<file path="src/rtl/bfha_pkg.sv">
`default_nettype none
package bfha_pkg;

    // Sizing defaults
    localparam int unsigned MAX_BLOCKS   = 32;
    localparam int unsigned HEAP_BYTES   = 65536;
    localparam int unsigned HEADER_BYTES = 16;
    localparam int unsigned ALIGN_BYTES  = 8;   // power of two

    // Usable heap ceiling: limited by HEAP_BYTES and by the 16-bit offsets
    localparam int unsigned HEAP_LIMIT = (HEAP_BYTES < 65536) ? HEAP_BYTES : 65536;

    // Action codes
    localparam logic [1:0] ACT_ALLOC = 2'd0;
    localparam logic [1:0] ACT_FREE  = 2'd1;
    localparam logic [1:0] ACT_INIT  = 2'd2;

    // Result status codes
    typedef enum logic [2:0] {
        ST_OK        = 3'd0,
        ST_NO_FIT    = 3'd1,
        ST_FULL      = 3'd2,
        ST_BAD_ADDR  = 3'd3,
        ST_TOO_SMALL = 3'd4
    } t_status;

    // One block table entry
    typedef struct packed {
        logic [15:0] start;
        logic [16:0] size;
        logic        used;
    } t_entry;

endpackage
`default_nettype wire

</file>
<file path="src/rtl/bfha_table.sv">
`default_nettype none
// Block table: one write port, one read port, registered read data.
module bfha_table #(
    parameter int unsigned DEPTH = bfha_pkg::MAX_BLOCKS,
    parameter int unsigned IW    = $clog2(DEPTH)
) (
    input  wire logic            i_clk,
    input  wire logic            i_we,
    input  wire logic [IW-1:0]   i_waddr,
    input  wire bfha_pkg::t_entry i_wdata,
    input  wire logic            i_re,
    input  wire logic [IW-1:0]   i_raddr,
    output bfha_pkg::t_entry     o_rdata
);

    bfha_pkg::t_entry r_mem [DEPTH];
    bfha_pkg::t_entry r_rdata;

    // write port
    always_ff @(posedge i_clk) begin
        if (i_we) begin
            r_mem[i_waddr] <= i_wdata;
        end
    end

    // read port, registered read data, held while i_re is low
    always_ff @(posedge i_clk) begin
        if (i_re) begin
            r_rdata <= r_mem[i_raddr];
        end
    end

    assign o_rdata = r_rdata;

endmodule
`default_nettype wire

</file>
<file path="src/rtl/best_fit_heap_allocator_unit.sv">
`default_nettype none
// Best-fit heap allocator with coalescing on free.
// Requests: start is sampled with i_action, i_req_size and i_address; a request
// is taken at a clock edge where start is high and busy is low. busy stays high
// while the request works through the block table.
// Results: one per request, on o_status, o_alloc_address and o_peak_used for a
// single cycle marked by o_valid. The receiver cannot stall; busy is already low
// in the result cycle, so the next request may be taken there.
// Configuration: i_heap_size_we loads i_heap_size for the next initialize; the user
// must do so only while no request is in flight; the block does not enforce it.
// Flow: initialize, unused codes and requests on an uninitialized heap are
// answered from idle. Allocate scans all live blocks, then, if one fits and the
// table has room, moves each entry after the chosen block up to open a slot.
// Free scans up to the matching used block, then moves the later entries down
// after a merge. Each move reads an entry and then writes it to its new place.
// Reset: the heap is uninitialized (allocate answers no fit, free answers
// unknown address), the peak is zero and heap_size returns to its default.
// The table needs no clearing: only the first block-count entries are read.
module best_fit_heap_allocator_unit #(
    parameter int unsigned MAX_BLOCKS = bfha_pkg::MAX_BLOCKS
) (
    input  wire logic        i_clk,
    input  wire logic        i_rst_n,
    input  wire logic        i_heap_size_we,
    input  wire logic [16:0] i_heap_size,
    input  wire logic        start,
    output logic             busy,
    input  wire logic [1:0]  i_action,
    input  wire logic [15:0] i_req_size,
    input  wire logic [15:0] i_address,
    output logic             o_valid,
    output logic [2:0]       o_status,
    output logic [15:0]      o_alloc_address,
    output logic [16:0]      o_peak_used
);

    localparam int unsigned IW = $clog2(MAX_BLOCKS);
    localparam int unsigned CW = $clog2(MAX_BLOCKS + 1);
    localparam int unsigned SW = CW + 1;
    localparam logic [16:0] HDR    = 17'(bfha_pkg::HEADER_BYTES);
    localparam logic [16:0] AMASK  = 17'(bfha_pkg::ALIGN_BYTES - 1);
    localparam logic [16:0] LIMIT  = 17'(bfha_pkg::HEAP_LIMIT);
    localparam logic [CW-1:0] FULL = CW'(MAX_BLOCKS);

    typedef enum logic [3:0] {
        S_IDLE, S_SCAN, S_ADEC, S_FRD, S_FGET, S_SHRD, S_SHWR, S_AFIN
    } t_state;

    t_state           r_state;
    logic             r_busy;
    logic             r_valid;
    bfha_pkg::t_status r_status;
    logic [15:0]      r_aout;
    logic [16:0]      r_heap;
    logic [16:0]      r_peak;
    logic [16:0]      r_total;
    logic [CW-1:0]    r_count;
    logic [1:0]       r_action;
    logic [16:0]      r_aligned;
    logic [17:0]      r_need;
    logic [15:0]      r_addr;
    logic [CW-1:0]    r_iss;
    logic [IW-1:0]    r_kd;
    logic             r_dv;
    logic             r_found;
    logic [IW-1:0]    r_best;
    logic [16:0]      r_best_size;
    logic [15:0]      r_best_start;
    logic [IW-1:0]    r_idx;
    bfha_pkg::t_entry r_cur;
    bfha_pkg::t_entry r_prev;
    logic             r_nx_ok;
    logic [SW-1:0]    r_src;
    logic [1:0]       r_d;
    logic             r_up;
    logic [15:0]      r_ns;

    logic             accept;
    logic [16:0]      req_nz;
    logic [16:0]      aligned;
    logic [16:0]      lim;
    logic             scan_last;
    logic             shift_go;
    logic [SW-1:0]    dst;
    logic [16:0]      best_rem;
    logic [16:0]      new_total;
    logic             nxt_free;
    logic             prv_free;
    logic [IW-1:0]    f_waddr;
    bfha_pkg::t_entry f_wdata;
    logic [SW-1:0]    f_s0;
    logic [1:0]       f_d;

    logic             mem_we;
    logic [IW-1:0]    mem_waddr;
    bfha_pkg::t_entry mem_wdata;
    logic             mem_re;
    logic [IW-1:0]    mem_raddr;
    bfha_pkg::t_entry rd;

    bfha_table #(
        .DEPTH (MAX_BLOCKS),
        .IW    (IW)
    ) u_table (
        .i_clk   (i_clk),
        .i_we    (mem_we),
        .i_waddr (mem_waddr),
        .i_wdata (mem_wdata),
        .i_re    (mem_re),
        .i_raddr (mem_raddr),
        .o_rdata (rd)
    );

    // request decode
    assign accept  = start && !r_busy;
    assign req_nz  = (i_req_size == 16'd0) ? 17'd1 : {1'b0, i_req_size};
    assign aligned = (req_nz + AMASK) & ~AMASK;
    assign lim     = (r_heap > LIMIT) ? LIMIT : r_heap;

    // scan / shift helpers
    assign scan_last = ({{(CW-IW){1'b0}}, r_kd} == (r_count - CW'(1)));
    assign shift_go  = r_up ? (r_src > SW'(r_best)) : (r_src < SW'(r_count));
    assign dst       = r_up ? (r_src + SW'(1)) : (r_src - SW'(r_d));
    assign best_rem  = 17'({1'b0, r_best_size} - r_need);
    assign new_total = r_total + r_aligned;

    // merge plan for free
    assign nxt_free = r_nx_ok && !rd.used;
    assign prv_free = (r_idx != '0) && !r_prev.used;

    always_comb begin
        f_waddr = r_idx;
        f_wdata = '{start: r_cur.start, size: r_cur.size, used: 1'b0};
        f_s0    = SW'(r_count);
        f_d     = 2'd0;
        case ({prv_free, nxt_free})
            2'b11: begin
                f_waddr = r_idx - IW'(1);
                f_wdata = '{start: r_prev.start,
                            size: r_prev.size + r_cur.size + rd.size + HDR + HDR,
                            used: 1'b0};
                f_s0    = SW'(r_idx) + SW'(2);
                f_d     = 2'd2;
            end
            2'b10: begin
                f_waddr = r_idx - IW'(1);
                f_wdata = '{start: r_prev.start, size: r_prev.size + r_cur.size + HDR,
                            used: 1'b0};
                f_s0    = SW'(r_idx) + SW'(1);
                f_d     = 2'd1;
            end
            2'b01: begin
                f_wdata = '{start: r_cur.start, size: r_cur.size + rd.size + HDR,
                            used: 1'b0};
                f_s0    = SW'(r_idx) + SW'(2);
                f_d     = 2'd1;
            end
            default: ;
        endcase
    end

    // table port steering; reads and writes never hit the same entry in one cycle
    always_comb begin
        mem_we    = 1'b0;
        mem_waddr = '0;
        mem_wdata = f_wdata;
        mem_re    = 1'b0;
        mem_raddr = '0;
        unique case (r_state)
            S_IDLE: begin
                mem_we    = accept && (i_action == bfha_pkg::ACT_INIT) && (lim > HDR);
                mem_wdata = '{start: 16'd0, size: lim - HDR, used: 1'b0};
            end
            S_SCAN: begin
                mem_re    = (r_iss < r_count);
                mem_raddr = r_iss[IW-1:0];
            end
            S_ADEC: begin
                mem_we    = r_found && (r_count != FULL);
                mem_waddr = r_best;
                mem_wdata = '{start: r_best_start, size: best_rem, used: 1'b0};
            end
            S_FRD: begin
                mem_re    = 1'b1;
                mem_raddr = r_idx + IW'(1);
            end
            S_FGET: begin
                mem_we    = 1'b1;
                mem_waddr = f_waddr;
            end
            S_SHRD: begin
                mem_re    = shift_go;
                mem_raddr = r_src[IW-1:0];
            end
            S_SHWR: begin
                mem_we    = 1'b1;
                mem_waddr = dst[IW-1:0];
                mem_wdata = rd;
            end
            S_AFIN: begin
                mem_we    = 1'b1;
                mem_waddr = r_best + IW'(1);
                mem_wdata = '{start: r_ns, size: r_aligned, used: 1'b1};
            end
            default: ;
        endcase
    end

    // control sequencer
    always_ff @(posedge i_clk) begin
        if (!i_rst_n) begin
            r_state <= S_IDLE;
            r_busy  <= 1'b0;
            r_valid <= 1'b0;
            r_status <= bfha_pkg::ST_OK;
            r_aout  <= '0;
            r_heap  <= 17'h10000;
            r_peak  <= '0;
            r_total <= '0;
            r_count <= '0;
            r_dv    <= 1'b0;
        end else begin
            r_valid <= 1'b0;
            if (i_heap_size_we) begin
                r_heap <= i_heap_size;
            end
            unique case (r_state)
                S_IDLE: begin
                    if (accept) begin
                        r_action  <= i_action;
                        r_aligned <= aligned;
                        r_need    <= {1'b0, aligned} + {1'b0, HDR};
                        r_addr    <= i_address;
                        r_iss     <= '0;
                        r_dv      <= 1'b0;
                        r_found   <= 1'b0;
                        r_aout    <= '0;
                        case (i_action)
                            bfha_pkg::ACT_ALLOC, bfha_pkg::ACT_FREE: begin
                                if (r_count == '0) begin
                                    r_valid  <= 1'b1;
                                    r_status <= (i_action == bfha_pkg::ACT_ALLOC) ?
                                                bfha_pkg::ST_NO_FIT : bfha_pkg::ST_BAD_ADDR;
                                end else begin
                                    r_busy  <= 1'b1;
                                    r_state <= S_SCAN;
                                end
                            end
                            bfha_pkg::ACT_INIT: begin
                                r_valid <= 1'b1;
                                if (lim > HDR) begin
                                    r_status <= bfha_pkg::ST_OK;
                                    r_count  <= CW'(1);
                                    r_peak   <= '0;
                                    r_total  <= '0;
                                end else begin
                                    r_status <= bfha_pkg::ST_TOO_SMALL;
                                end
                            end
                            default: begin
                                r_valid  <= 1'b1;
                                r_status <= bfha_pkg::ST_OK;
                            end
                        endcase
                    end
                end
                S_SCAN: begin
                    if (r_iss < r_count) begin
                        r_iss <= r_iss + CW'(1);
                    end
                    r_dv <= (r_iss < r_count);
                    r_kd <= r_iss[IW-1:0];
                    if (r_dv) begin
                        if (r_action == bfha_pkg::ACT_ALLOC) begin
                            // best fit, ties go to the later block
                            if (!rd.used && ({1'b0, rd.size} >= r_need) &&
                                (!r_found || rd.size <= r_best_size)) begin
                                r_found      <= 1'b1;
                                r_best       <= r_kd;
                                r_best_size  <= rd.size;
                                r_best_start <= rd.start;
                            end
                            if (scan_last) begin
                                r_state <= S_ADEC;
                            end
                        end else begin
                            // first used block whose payload offset matches
                            if (rd.used && ((17'(rd.start) + HDR) == {1'b0, r_addr})) begin
                                r_idx   <= r_kd;
                                r_cur   <= rd;
                                r_nx_ok <= !scan_last;
                                r_state <= scan_last ? S_FGET : S_FRD;
                            end else begin
                                r_prev <= rd;
                                if (scan_last) begin
                                    r_valid  <= 1'b1;
                                    r_status <= bfha_pkg::ST_BAD_ADDR;
                                    r_busy   <= 1'b0;
                                    r_state  <= S_IDLE;
                                end
                            end
                        end
                    end
                end
                S_ADEC: begin
                    if (!r_found || (r_count == FULL)) begin
                        r_valid  <= 1'b1;
                        r_status <= r_found ? bfha_pkg::ST_FULL : bfha_pkg::ST_NO_FIT;
                        r_busy   <= 1'b0;
                        r_state  <= S_IDLE;
                    end else begin
                        // tail of the chosen block becomes the new used block
                        r_ns    <= 16'(17'(r_best_start) + HDR + best_rem);
                        r_src   <= SW'(r_count) - SW'(1);
                        r_up    <= 1'b1;
                        r_state <= S_SHRD;
                    end
                end
                S_FRD: begin
                    r_state <= S_FGET;
                end
                S_FGET: begin
                    r_src   <= f_s0;
                    r_d     <= f_d;
                    r_up    <= 1'b0;
                    r_state <= S_SHRD;
                end
                S_SHRD: begin
                    if (shift_go) begin
                        r_state <= S_SHWR;
                    end else if (r_action == bfha_pkg::ACT_ALLOC) begin
                        r_state <= S_AFIN;
                    end else begin
                        r_count  <= r_count - CW'(r_d);
                        r_total  <= r_total - r_cur.size;
                        r_valid  <= 1'b1;
                        r_status <= bfha_pkg::ST_OK;
                        r_busy   <= 1'b0;
                        r_state  <= S_IDLE;
                    end
                end
                S_SHWR: begin
                    r_src   <= r_up ? (r_src - SW'(1)) : (r_src + SW'(1));
                    r_state <= S_SHRD;
                end
                S_AFIN: begin
                    r_count  <= r_count + CW'(1);
                    r_total  <= new_total;
                    if (new_total > r_peak) begin
                        r_peak <= new_total;
                    end
                    r_aout   <= r_ns + 16'(bfha_pkg::HEADER_BYTES);
                    r_valid  <= 1'b1;
                    r_status <= bfha_pkg::ST_OK;
                    r_busy   <= 1'b0;
                    r_state  <= S_IDLE;
                end
                default: r_state <= S_IDLE;
            endcase
        end
    end

    assign busy            = r_busy;
    assign o_valid         = r_valid;
    assign o_status        = r_status;
    assign o_alloc_address = r_aout;
    assign o_peak_used     = r_peak;

endmodule
`default_nettype wire

</file>
<file path="config.mk">
export PLATFORM = sky130hd
export DESIGN_NAME = best_fit_heap_allocator_unit
export DESIGN_NICKNAME = d
export VERILOG_FILES = /design/src/rtl/bfha_pkg.sv /design/src/rtl/bfha_table.sv /design/src/rtl/best_fit_heap_allocator_unit.sv
export SDC_FILE = /design/constraint.sdc
export NUM_CORES = 2
export LEC_CHECK = 0
export ABC_AREA = 0
export BUFFER_PORTS_ARGS = -buffer_cell sky130_fd_sc_hd__buf_2
export CAP_MARGIN = 20
export CORE_MARGIN = 2
export CORE_UTILIZATION = 65
export CTS_CLUSTER_DIAMETER = 60
export DETAILED_ROUTE_END_ITERATION = 16
export HOLD_SLACK_MARGIN = 0.15
export MAX_ROUTING_LAYER = met4
export PLACE_DENSITY = 0.9
export SYNTH_ARGS = -nofsm -noshare
export SYNTH_HDL_FRONTEND = slang
export SYNTH_SLANG_ARGS = --single-unit
</file>
<file path="constraint.sdc">
create_clock -name i_clk -period 15 [get_ports i_clk]
set_input_delay 1.5 -clock i_clk [delete_from_list [all_inputs] [get_ports i_clk]]
set_output_delay 1.5 -clock i_clk [all_outputs]
set_load 0.005 [all_outputs]
</file>
# == Word-level counts from Yosys, hierarchy flattened ==
# Memory sizes are Yosys's and may differ from the RTL's. A register that Yosys moved wholly into a read port is not among the register bits.
# Index checks and enable logic that the tools add are counted.
# op_classes
mux,94
n_mul,0
shift,0
n_eq_ne,36
n_div,0
addsub,30
n_reduce_logical,52
magnitude_cmp,8
bitwise,3
# ops
op,n
34-bit one-hot mux with 4 select lines,1
17-bit two-way mux,7
34-bit one-hot mux with 3 select lines,1
17-bit adder,4
"17-bit by 5-bit adder with 17-bit output, second input constant",4
17-bit one-hot mux with 3 select lines,1
3-bit two-way mux,14
6-bit two-way mux,7
17-bit one-hot mux with 2 select lines,1
17-bit subtractor,2
"16-bit by 5-bit adder with 16-bit output, second input constant",2
16-bit two-way mux,2
4-bit two-way mux,8
"2-bit inequality test, second input constant",16
16-bit one-hot mux with 2 select lines,1
1-bit two-way mux,28
4-bit one-hot mux with 6 select lines,1
6-bit one-hot mux with 2 select lines,2
7-bit one-hot mux with 3 select lines,1
5-bit one-hot mux with 4 select lines,1
5-bit AND reduction,4
"17-bit by 5-bit adder with 18-bit output, second input constant",1
17-bit by 18-bit >= comparator with 1-bit output,1
6-bit one-hot mux with 3 select lines,1
62 further kinds,112
# totals
output_inout_bits,38
ram_bits,1088
romBits,0
reg_bits,282
input_bits,55
latchBits,0
elab_cells,255
memories,1
# memory_table
name,words,width,rd,rd_ports_with_merged_regs,wr,line_no,rtl
u_table.r_mem,32,34,1,1,1,bfha_table.sv:16,bfha_pkg::t_entry r_mem [DEPTH];

# == Depth between registers and ports, before layout ==
# depth
word_depth,7
ltp_mapped,20

# == Hierarchy ==
# A second synthesis with hierarchy kept.
# unflattened
hier_cells,4589
area_unflattened_um2,64320.4
# modules_own_cells
module,area_per_inst_um2,seq_area_each_um2,n_inst,cells_each
bfha_table,43447.9,33692.3,1,2399
best_fit_heap_allocator_unit,20872.5,7497.2,1,2190

# == Worst setup path after synthesis ==
# Ideal clock, no wire load.
# synth_path
kind,reg-to-reg
startpoint,register r_cur[1] (netlist bit)
endpoint,"memory u_table.r_mem[0][10] (netlist bit), data pin"
path_buffers,0
setup_time_ns,0.491
period_less_slack_ns,5.227
arrival_ns,4.736
setup_slack_ns,9.773
path_stages_with_launch,17
t_required_ns,14.509
path_cell_list,edfxtp_1 ha_1 fa_1 a211oi_2 nor2_1 a21oi_1 ha_1 ha_1 o21ai_0 a21boi_0 o21a_1 o21ai_0 nand2b_1 a21oi_1 xnor2_1 a221oi_1 a311oi_1
# synth_rtl
item,line_no,rtl
"start, declared",best_fit_heap_allocator_unit.sv:70,bfha_pkg::t_entry r_cur;
"start signal, assigned",best_fit_heap_allocator_unit.sv:290,r_cur <= rd;
"end, declared",bfha_table.sv:16,

==> metrics.txt <==
# TYPE chip_impl_metric gauge
chip_impl_info{name="status",value="finished clean"} 1
chip_impl_info{name="critical_path_class",value="flop to flop"} 1
chip_impl_metric{name="clockPowerShare",unit=""} 0.377
chip_impl_metric{name="remaining_drc_errors",unit=""} 0
chip_impl_metric{name="start_util",unit=""} 0.655
chip_impl_metric{name="floorplan.rows",unit=""} 114
chip_impl_metric{name="max_clock_freq",unit="MHz"} 180
chip_impl_metric{name="detail_route.vias_per_cell",unit=""} 7.45
chip_impl_metric{name="core_outline_area",unit="um2"} 96600
chip_impl_metric{name="htree_levels",unit=""} 4
chip_impl_metric{name="power_density",unit="nW/um2"} 133
chip_impl_metric{name="post_synth_num_cell_types",unit=""} 89
chip_impl_info{name="setup.worst_path.start",value="r_cur[1]"} 1
chip_impl_metric{name="area_growth",unit="%"} 11.4
chip_impl_metric{name="final-max-slew-violation-count",unit=""} 0
chip_impl_metric{name="die_width",unit="um"} 316
chip_impl_metric{name="nNetsFinal",unit=""} 4691
chip_impl_metric{name="syn-num-nets",unit=""} 4553
chip_impl_metric{name="gr-usage-all-layers",unit=""} 0.428
chip_impl_info{name="cts_tree",value="done"} 1
chip_impl_metric{name="syn_inst",unit=""} 4247
chip_impl_metric{name="period_utilization_post_route",unit=""} 0.370
chip_impl_metric{name="path_clk_slew",unit="ns"} 0.06
chip_impl_info{name="hold_path_class",value="flop to flop"} 1
chip_impl_metric{name="vias",unit=""} 43106
chip_impl_metric{name="comb_power_share",unit=""} 0.136
chip_impl_metric{name="clock-sinks",unit=""} 1399
chip_impl_metric{name="fin_cells",unit=""} 5787
chip_impl_metric{name="finClkSkew",unit="ns"} 0.0455
chip_impl_info{name="cts_root_buffer",value="clkbuf_16"} 1
chip_impl_info{name="launch_point_of_the_worst_reg_to_reg_path",value="r_cur[1]"} 1
chip_impl_metric{name="filler_cell_count",unit=""} 5346
chip_impl_metric{name="drive_above_1_share",unit=""} 0.172
chip_impl_info{name="layout_commonest_cell",value="edfxtp_1"} 1
chip_impl_metric{name="grt_overflow",unit=""} 0
chip_impl_metric{name="cts_post_setup_buffers_inserted",unit=""} 0
chip_impl_info{name="ys.flop_type",value="edfxtp_1"} 1
chip_impl_metric{name="swShare",unit=""} 0.265
chip_impl_metric{name="first_pass_grt_wire_length",unit="mm"} 293
chip_impl_metric{name="hold_buffers",unit=""} 0
chip_impl_metric{name="setup-violations-final",unit=""} 0
chip_impl_metric{name="wl_per_cell",unit="um"} 35.3
chip_impl_metric{name="fin_ws",unit="ns"} 9.45
chip_impl_metric{name="dp_cells",unit=""} 5507
chip_impl_info{name="most-common-layout-cells",value="edfxtp_1 (1317), nand2_1 (451), mux4_2 (272)"} 1
chip_impl_metric{name="clock_latency_reported_for_the_late_side_of_the_worst_skew_pair",unit="ns"} 0.77
chip_impl_metric{name="place_area",unit="um2"} 65800
chip_impl_metric{name="timing.max_slew.rel_slack",unit=""} 0.142
chip_impl_metric{name="io_buffer_count",unit=""} 92
chip_impl_metric{name="finalCriticalPeriod",unit="ns"} 5.55
chip_impl_metric{name="worst-slew-pin-transition",unit="ns"} 1.29
chip_impl_metric{name="peakVddDrop",unit="mV"} 0.132
chip_impl_metric{name="die_height",unit="um"} 316
chip_impl_metric{name="total_power",unit="mW"} 9.41
chip_impl_metric{name="placement.setup.worst_slack",unit="ns"} 9.59
chip_impl_metric{name="worstPathRequired",unit="ns"} 15.30
chip_impl_metric{name="p_leak",unit="nW"} 24.8
chip_impl_metric{name="synth_edf_count",unit=""} 1317
chip_impl_metric{name="grt_pass1_vias",unit=""} 42224
chip_impl_metric{name="post_cts_resize_count",unit=""} 0
chip_impl_metric{name="numCtsBuffers",unit=""} 141
chip_impl_metric{name="io-pin-count",unit=""} 93
chip_impl_metric{name="net-switching-power",unit="mW"} 2.50
chip_impl_metric{name="maxCapViolCount",unit=""} 0
chip_impl_metric{name="drt-pass1-iter-count",unit=""} 10
chip_impl_metric{name="synthesis.area",unit="um2"} 63300
chip_impl_metric{name="sum_of_routed_wire_length_over_all_layers",unit="mm"} 204
chip_impl_metric{name="seq_area_frac_synth",unit=""} 0.651
chip_impl_metric{name="cell_internal_pwr",unit="mW"} 6.92
chip_impl_metric{name="cts-root-to-sink-buffers",unit=""} 3
chip_impl_metric{name="grt_max_degree",unit=""} 148
chip_impl_info{name="worst_setup_path_end_kind",value="flop"} 1
chip_impl_info{name="critPathLaunchType",value="flop"} 1
chip_impl_metric{name="setup_tns_final",unit="ns"} 0
chip_impl_metric{name="asyncSetResetFlopFracSynth",unit=""} 0
chip_impl_metric{name="power_frac_seq",unit=""} 0.487
chip_impl_metric{name="report.final.hold_viol_count",unit=""} 0
chip_impl_info{name="hp-start",value="o_alloc_address[10]"} 1
chip_impl_info{name="grt_setup_unrepaired",value="no"} 1
chip_impl_metric{name="syn_avg_cell_area",unit="um2"} 14.9
chip_impl_metric{name="design_area",unit="um2"} 70500
chip_impl_metric{name="ant_nets",unit=""} 0
chip_impl_metric{name="die_area",unit="um2"} 99900
chip_impl_metric{name="drtIter0Drc",unit=""} 8238
chip_impl_metric{name="critical_path.max_fanout",unit=""} 32
chip_impl_metric{name="postSynthRegisterBits",unit=""} 1399
chip_impl_metric{name="dp.final_hpwl",unit="mm"} 110
chip_impl_metric{name="gpl.final_weighted_congestion",unit=""} 0.993
chip_impl_metric{name="yosys_warnings",unit=""} 0
chip_impl_metric{name="grt_antenna_before_repair",unit=""} 15
chip_impl_metric{name="timing.critical_path.arrival",unit="ns"} 5.84
path summary, 6_finish.rpt:
check	endpoint	slack, ns	cells past startpoint
setup reg to reg	u_table.r_mem[23][15]	9.45	17
setup / recovery	u_table.r_mem[23][15]	9.45	17
hold / removal	o_alloc_address[10]	0.47	2
hold reg to reg	o_alloc_address[10]	0.47	2
power groups by stage:
stage          Combinational, mW  Sequential [mW]  Clock, mW
4_1_cts                     1.20             4.58       3.55
3_3_place_gp                1.08             4.65          0
5_1_grt                     1.34             4.58       3.67
6_report                    1.28             4.58       3.55
3_5_place_dp                1.15             4.66          0
2_1_floorplan              0.756             4.63          0
critical path, cell delays in order (launching register included):
cell and delay, ns:
edfxtp_1 0.45, ha_1 0.31, fa_1 0.47, a211oi_2 0.30, o21ai_1 0.17, a21oi_1 0.25, o21ai_0 0.15, xor2_1 0.34
ha_1 0.31, ha_1 0.36, and2_1 0.20, o21a_1 0.17, a41o_1 0.22, nor2_1 0.12, xnor2_1 0.08, a222oi_1 0.27
nor3_1 0.07, or3_1 0.82
cell families (layout without fill, tap and decap cells):
family                   Yosys count  after routing  synth area share
XOR/XNOR                         186            186            0.0259
buffers and inverters            353            603            0.0217
AND/OR/NAND/NOR                 1105           1105            0.0786
flip-flops                      1399           1399             0.651
AO/OA/AOI/OAI                    621            621            0.0662
multiplexers                     331            331             0.106
other                              1             15         0.0000592
adder cells (fa/ha/maj)          251            251            0.0507
per-stage QoR:
step	utilization	hold slack (ns)
4_1_cts	0.728	0.467
3_3_place_gp	0.681	0.455
2_1_floorplan	-	0.454
3_5_place_dp	0.681	0.459
5_1_grt	0.730	0.487
6_report	0.730	0.465
synth_stat cells (47+ instances only):
library cell	instances	share of area
nand3_1	256	0.020
ha_1	242	0.048
a211oi_1	51	0.0060
mux2i_1	53	0.0084
a21oi_1	152	0.012
nor3_1	47	0.0037
nand2_1	457	0.027
o21ai_0	129	0.010
inv_1	150	0.0089
xnor2_1	124	0.017
nor2_1	192	0.011
clkbuf_1	121	0.0072
xor2_1	61	0.0084
mux4_2	272	0.097
edfxtp_1	1317	0.62
dfxtp_1	82	0.026
area by class of cell:
type	instances	area (um2)	share of cell area
flip-flops and latches	1399	41200	0.584
diodes	14	35.0	0.000497
multi-input cells	2495	21200	0.301
inverters	155	582	0.00825
clock inverters	78	788	0.0112
repair buffers	193	1370	0.0195
clock buffers	177	3750	0.0531
well taps	1276	1600	0.0226
per-layer routing:
layer,up-vias,wire (um),track usage
met5,-,0,-
met4,0,16700,0.287
met3,1074,30100,0.119
met2,4527,93200,0.631
met1,20745,64200,0.520
li1,16760,-,-
registers in the layout, summed over array words and instances, names as in the netlist, 16 cells and up:
name	count
r_ns	16
u_table.r_mem	1088
o_peak_used	17
o_alloc_address	16
r_best_start	16
r_best_size	17
r_heap	17
u_table.o_rdata	34
r_cur	33
r_total	17
r_prev	34
r_addr	16
(Power assumes the default switching activity.)
